$ cat config.mk
export PLATFORM = sky130hd
export DESIGN_NAME = nsll_log
export DESIGN_NICKNAME = d
export VERILOG_FILES = /design/src/design/nsll_pkg.sv /design/src/design/nsll_log.sv
export SDC_FILE = /design/constraint.sdc
export NUM_CORES = 2
export LEC_CHECK = 0
export BUFFER_PORTS_ARGS = -buffer_cell sky130_fd_sc_hd__buf_2
export CAP_MARGIN = 25
export CORE_ASPECT_RATIO = 1.2
export CORE_UTILIZATION = 60
export CTS_CLUSTER_DIAMETER = 60
export DETAILED_ROUTE_END_ITERATION = 6
export PLACE_DENSITY_LB_ADDON = 0.1
export SYNTH_ARGS = -nofsm -noshare
export SYNTH_HDL_FRONTEND = slang
export SYNTH_SLANG_ARGS = --single-unit
$ cat constraint.sdc
create_clock -name clk -period 11.15 [get_ports clk]
set_clock_uncertainty 0.1 [all_clocks]
set_input_delay 2.7875 -clock clk [delete_from_list [all_inputs] [get_ports clk]]
set_output_delay 2.7875 -clock clk [all_outputs]
set_load 0.1 [all_outputs]
$ cat src/design/nsll_pkg.sv
package nsll_pkg;

  // register indexes of the configuration port
  typedef enum logic [0:0] {
    CFG_PRIOR = 1'b0,
    CFG_NOISE = 1'b1
  } cfg_index_t;

  typedef struct packed {
    logic signed [39:0] left_sum;
    logic        [39:0] left_square_sum;
    logic signed [39:0] total_sum;
    logic        [39:0] total_square_sum;
    logic        [20:0] total_count;
    logic        [19:0] left_index;
    logic               score_left;
    logic               whole_node;
  } nsll_item_t;

  typedef struct packed {
    logic signed [47:0] log_likelihood;
    logic               count_underflow;
  } nsll_score_t;

  localparam int Y_W   = 41;   // side sum / square sum difference
  localparam int YSQ_W = 82;   // y*y
  localparam int QA_W  = 56;   // |q| * 2^15
  localparam int NUM_W = 126;  // divider numerator
  localparam int DEN_W = 64;
  localparam int QUO_W = 63;   // quotient, capped at 2^62
  localparam int LN_W  = 24;   // ln result, signed Q16

  localparam logic [31:0] LN2_Q32 = 32'd2977044472;
  localparam logic [QUO_W-1:0] QUO_CAP = 63'h4000000000000000;
  localparam logic signed [63:0] T4_CAP  = 64'sh2000000000000000;
  localparam logic signed [63:0] OUT_MAX = 64'sh00007FFFFFFFFFFF;
  localparam logic signed [63:0] OUT_MIN = 64'shFFFF800000000000;

  // log2(1+f) at 16 segments, Q16
  localparam logic [16:0] LOG2_TAB [17] = '{
    17'd0,     17'd5732,  17'd11136, 17'd16248, 17'd21098, 17'd25711,
    17'd30109, 17'd34312, 17'd38336, 17'd42196, 17'd45904, 17'd49472,
    17'd52911, 17'd56229, 17'd59434, 17'd62534, 17'd65536
  };

endpackage

$ cat src/design/nsll_log.sv
module nsll_log import nsll_pkg::*; #(
  parameter int SIDE_W = 1
) (
  input  logic                    clk,
  input  logic                    rst,
  input  logic                    en,
  input  logic                    in_valid,
  input  logic [63:0]             x,
  input  logic [SIDE_W-1:0]       in_side,
  output logic                    out_valid,
  output logic signed [LN_W-1:0]  ln,
  output logic [SIDE_W-1:0]       out_side
);

  logic [4:0] valid;

  // stage 1: leading one per 16-bit chunk
  logic [63:0]       x1;
  logic [3:0]        nz1;
  logic [3:0]        pos1 [4];
  logic [SIDE_W-1:0] side1;
  logic [3:0]        pos_c [4];

  // stage 2: normalize
  logic [5:0]        p2;
  logic [31:0]       frac2;
  logic [SIDE_W-1:0] side2;
  logic [5:0]        p_c;
  logic [63:0]       shifted;

  // stage 3: table and interpolation
  logic signed [LN_W-1:0] l2_3;
  logic [SIDE_W-1:0]      side3;
  logic [16:0]            tab_lo;
  logic [16:0]            tab_hi;
  logic [44:0]            interp_prod;
  logic [16:0]            interp;
  logic signed [7:0]      exp_c;

  // stage 4: scale by ln2
  logic signed [56:0] prod4;
  logic [SIDE_W-1:0]  side4;
  logic signed [56:0] rounded;

  always_comb begin
    for (int c = 0; c < 4; c++) begin
      pos_c[c] = 4'd0;
      for (int b = 0; b < 16; b++) begin
        if (x[c*16+b]) pos_c[c] = 4'(b);
      end
    end
  end

  always_comb begin
    if (nz1[3]) begin
      p_c = {2'd3, pos1[3]};
    end else if (nz1[2]) begin
      p_c = {2'd2, pos1[2]};
    end else if (nz1[1]) begin
      p_c = {2'd1, pos1[1]};
    end else begin
      p_c = {2'd0, pos1[0]};
    end
    shifted = x1 << (6'd63 - p_c);
  end

  always_comb begin
    tab_lo      = LOG2_TAB[frac2[31:28]];
    tab_hi      = LOG2_TAB[{1'b0, frac2[31:28]} + 5'd1];
    interp_prod = 45'(tab_hi - tab_lo) * 45'(frac2[27:0]);
    interp      = tab_lo + 17'(interp_prod >> 28);
    exp_c       = $signed({2'b00, p2}) - 8'sd16;
  end

  assign rounded = prod4 + 57'sd2147483648;

  always_ff @(posedge clk) begin
    if (rst) begin
      valid <= '0;
    end else if (en) begin
      valid <= {valid[3:0], in_valid};
    end
  end

  always_ff @(posedge clk) begin
    if (en) begin
      x1 <= x;
      for (int c = 0; c < 4; c++) begin
        nz1[c]  <= |x[c*16 +: 16];
        pos1[c] <= pos_c[c];
      end
      side1 <= in_side;

      p2    <= p_c;
      frac2 <= shifted[62:31];
      side2 <= side1;

      l2_3  <= {exp_c, 16'd0} + $signed({7'd0, interp});
      side3 <= side2;

      prod4 <= l2_3 * $signed({1'b0, LN2_Q32});
      side4 <= side3;

      ln       <= rounded[55:32];
      out_side <= side4;
    end
  end

  assign out_valid = valid[4];

endmodule

==> metrics.yaml <==
flow_run:
  cap_viol_max_count: 0
grt:
  antenna_found_initial: 2
  grt_max_degree: 77
  grt_pass1_wl_um: 161000
  grt_pass1_vias: 30300
  overflow: 0
  grt_usage_pct: 31.8
floorplanning:
  die_area_um2: 66500
  start_util_pct: 60.7
  rows: 102
  core_area_um2: 64700
  die_w_um: 236
  die-height_um: 282
  io_pins: 95
clocking:
  clockRootBuffer: "clkbuf_16"
  cts.path.max_buffers: 3
  clock-sinks: 203
  cts_tree: "done"
  clk_latency_ns: 0.60
  clk_pin_slew_worst_paths_ns: 0.06
  htree_levels: 1
  hold_buffers: 0
  cts_made_buffers: 27
critical_path:
  cpLargestDelayFamily: "adder cells"
  crit_required_ns: 11.40
  r2r_cells: 52
  critPathMostFrequentCell: "fa_1"
  crit_path_end_kind: "register"
  r2r_setup_slack_ns: -0.25
  crit_arrival_ns: 11.66
  path_class: "reg -> reg"
  crit_buf_inv: 10
  worstSetupStartpointType: "register"
  worst-path-stages: 52
  worstPathMaxFanout: 6
  r2r-start: "frac2[29]$_DFFE_PP_"
  worst_r2r_endpoint: "l2_3[22]$_DFFE_PP_"
  critPathMaxStageDelay_ns: 0.59
  cpMaxStageDelayCell: "fa_1"
run_status:
  violations: "design-rule violations, negative setup slack"
  status: "finished, violations left"
finish:
  fillCellCount: 5101
  design_area_um2: 44600
  multi_input_area_um2: 30200
  syn_to_final_growth_pct: 13.6
  drive_gt1_share_pct: 14.1
  nets: 5513
  area.sequential_um2: 6050
  diodes: 0
place:
  dpl_cell_area_um2: 42500
  globalplace.congestion: 0.970
  io_buffers: 94
  dp_hpwl_um: 84300
timing:
  relSlewSlack_pct: 25.2
  finalCriticalPeriod_ns: 11.40
  timing.final.ws_setup_ns: -0.254
  slew_violations: 0
  setup_viol: 9
  fmaxAchievable_ghz: 0.0877
  tightest_slew_ns: 1.11
  setup_tns_ns: -1.46
  rsz0062_at_grt: "yes"
  hold_viol: 0
  fin_crit_sh_pct: 102
synthesis:
  yosys.area.top_type: "fa_1"
  ys_async_sr_fraction_pct: 0
  synth_seq_area_share_pct: 15.4
  synth.area.top_cells: "fa_1 (34%), edfxtp_1 (15%), ha_1 (15%)"
  ys_seq_elements: 203
  synth_nets: 5251
  synth_cell_types: 80
  ys.flop_type: "edfxtp_1"
  synth_edf_count: 198
  synthCells: 4050
  yosysWarnings: 0
  syn_area_um2: 39300
  yosysTopAreaCellShare_pct: 33.9
  syn_area_per_cell_um2: 9.70
drt:
  wl_met2_um: 51900
  drc: 14
  via_per_inst: 5.52
  top_layer: "met5"
  num_vias: 28500
  routed_wl_um: 103000
  drt-met1-wl_um: 38700
  met3WireLength_um: 6410
  wire_per_inst_um: 19.9
  dr.pass1.iters: 7
  ant_nets: 0
  first_iter_violations: 1499
min_path:
  min_from: "side1$_DFFE_PP_"
  worstHoldEndpoint: "side2$_DFFE_PP_"
  hold_path_class: "reg -> reg"
  min_path_cells: 0
==> synth_stat cells (4+ instances only) <==
master / count
edfxtp_1: 198
nor3_1: 38
a211oi_1: 18
ha_1: 466
a41oi_1: 4
buf_4: 4
inv_1: 906
xor2_1: 27
o31ai_1: 8
xnor2_1: 80
nor2b_1: 29
o21a_1: 14
a22oi_1: 16
nand4_1: 9
a21o_1: 37
buf_1: 34
nand4b_1: 4
a31oi_1: 7
dfxtp_1: 5
nor4_1: 13
nand2_1: 460
a221oi_1: 7
a21oi_1: 109
fa_1: 666
o21ai_0: 68
and4_1: 6
o21bai_1: 11
or2_2: 20
buf_2: 5
clkbuf_1: 99
mux2i_1: 217
nor2_1: 158
nand2b_1: 47
and2_1: 114
and3_1: 27
nand3_1: 44
==> cell families (layout without fill, tap and decap cells) <==
family          after synthesis  after routing  synth area share [%]
xor+xnor                    108            109                  2.46
flops                       203            203                  15.4
mux                         221            221                  5.70
compound gates              346            346                  5.80
fa+ha+maj                  1134           1134                  48.8
buf+inv                    1055           1337                  10.2
simple gates                983            983                  11.6
==> area by class of cell <==
| class | instances | area share [%] |
|---|---|---|
| Clock inverter | 21 | 0.605 |
| Timing Repair Buffer | 377 | 6.79 |
| Multi-Input combinational cell | 2793 | 67.5 |
| Inverter | 910 | 7.66 |
| Clock buffer | 29 | 1.53 |
| Sequential cell | 203 | 13.5 |
| Tap cell | 832 | 2.33 |
==> state kept, by name, indices dropped and copies added, names as in the netlist <==
| name | count |
|---|---|
| ln | 24 |
| frac2 | 32 |
| x1 | 63 |
| nz1 | 3 |
| valid | 5 |
| out_side | 1 |
| pos1 | 16 |
| side3 | 1 |
| p2 | 6 |
| prod4 | 25 |
| l2_3 | 24 |
| side1 | 1 |
| side4 | 1 |
| side2 | 1 |
==> routing by layer <==
layer	track usage, %	up-vias
li1	-	13300
met1	36.8	14200
met2	57.2	830
met3	5.21	268
met4	15.7	2
met5	0	-
==> through the flow <==
| step | hold WS [ns] | setup WS [ns] | instances | util (%) |
|---|---|---|---|---|
| after floorplan | 0.300 | 0.00521 | 4050 | - |
| after global placement | 0.302 | -0.501 | 5067 | 65.6 |
| after detailed placement | 0.312 | -0.617 | 5067 | 65.6 |
| after CTS | 0.327 | -0.159 | 5158 | 68.4 |
| after global routing | 0.338 | -0.719 | 5165 | 69.0 |
| final | 0.326 | -0.254 | 5165 | 69.0 |
==> placed cells by master (no fill, tap or decap), types with 11 or more instances in the layout <==
cell type,instances
a211oi_1,16
a21o_1,37
a21oi_1,92
a21oi_2,12
a22oi_1,15
and2_1,109
and3_1,26
buf_12,25
buf_2,93
buf_4,241
buf_6,13
clkbuf_16,27
edfxtp_1,198
fa_1,651
fa_2,15
ha_1,445
ha_4,14
inv_1,893
inv_2,15
mux2i_1,217
nand2_1,448
nand2b_1,45
nand3_1,40
nor2_1,156
nor2b_1,26
nor3_1,35
nor4_1,13
o21a_1,14
o21ai_0,55
o21bai_1,11
or2_2,18
xnor2_1,68
xor2_1,21
==> timing repair <==
action                     4_1_cts  5_1_grt
setup endpoints to repair       12       16
cloned                           3        1
pin swaps                       60       44
hold endpoints to repair         0        0
setup buffers                   38        6
gates resized for setup         90       66
==> worst max-delay path by stage <==
stage	slack, ns	startpoint	endpoint
2_1_floorplan	0.005	frac2[28]$_DFFE_PP_	l2_3[22]$_DFFE_PP_
3_3_place_gp	-0.50	frac2[28]$_DFFE_PP_	l2_3[22]$_DFFE_PP_
3_5_place_dp	-0.62	frac2[29]$_DFFE_PP_	l2_3[22]$_DFFE_PP_
4_1_cts	-0.16	frac2[29]$_DFFE_PP_	l2_3[22]$_DFFE_PP_
5_1_grt	-0.72	frac2[29]$_DFFE_PP_	l2_3[22]$_DFFE_PP_
6_report	-0.25	frac2[29]$_DFFE_PP_	l2_3[22]$_DFFE_PP_
Power is not shown: default switching activity piles up to over one toggle a cycle in this logic, so the estimate is an artifact.
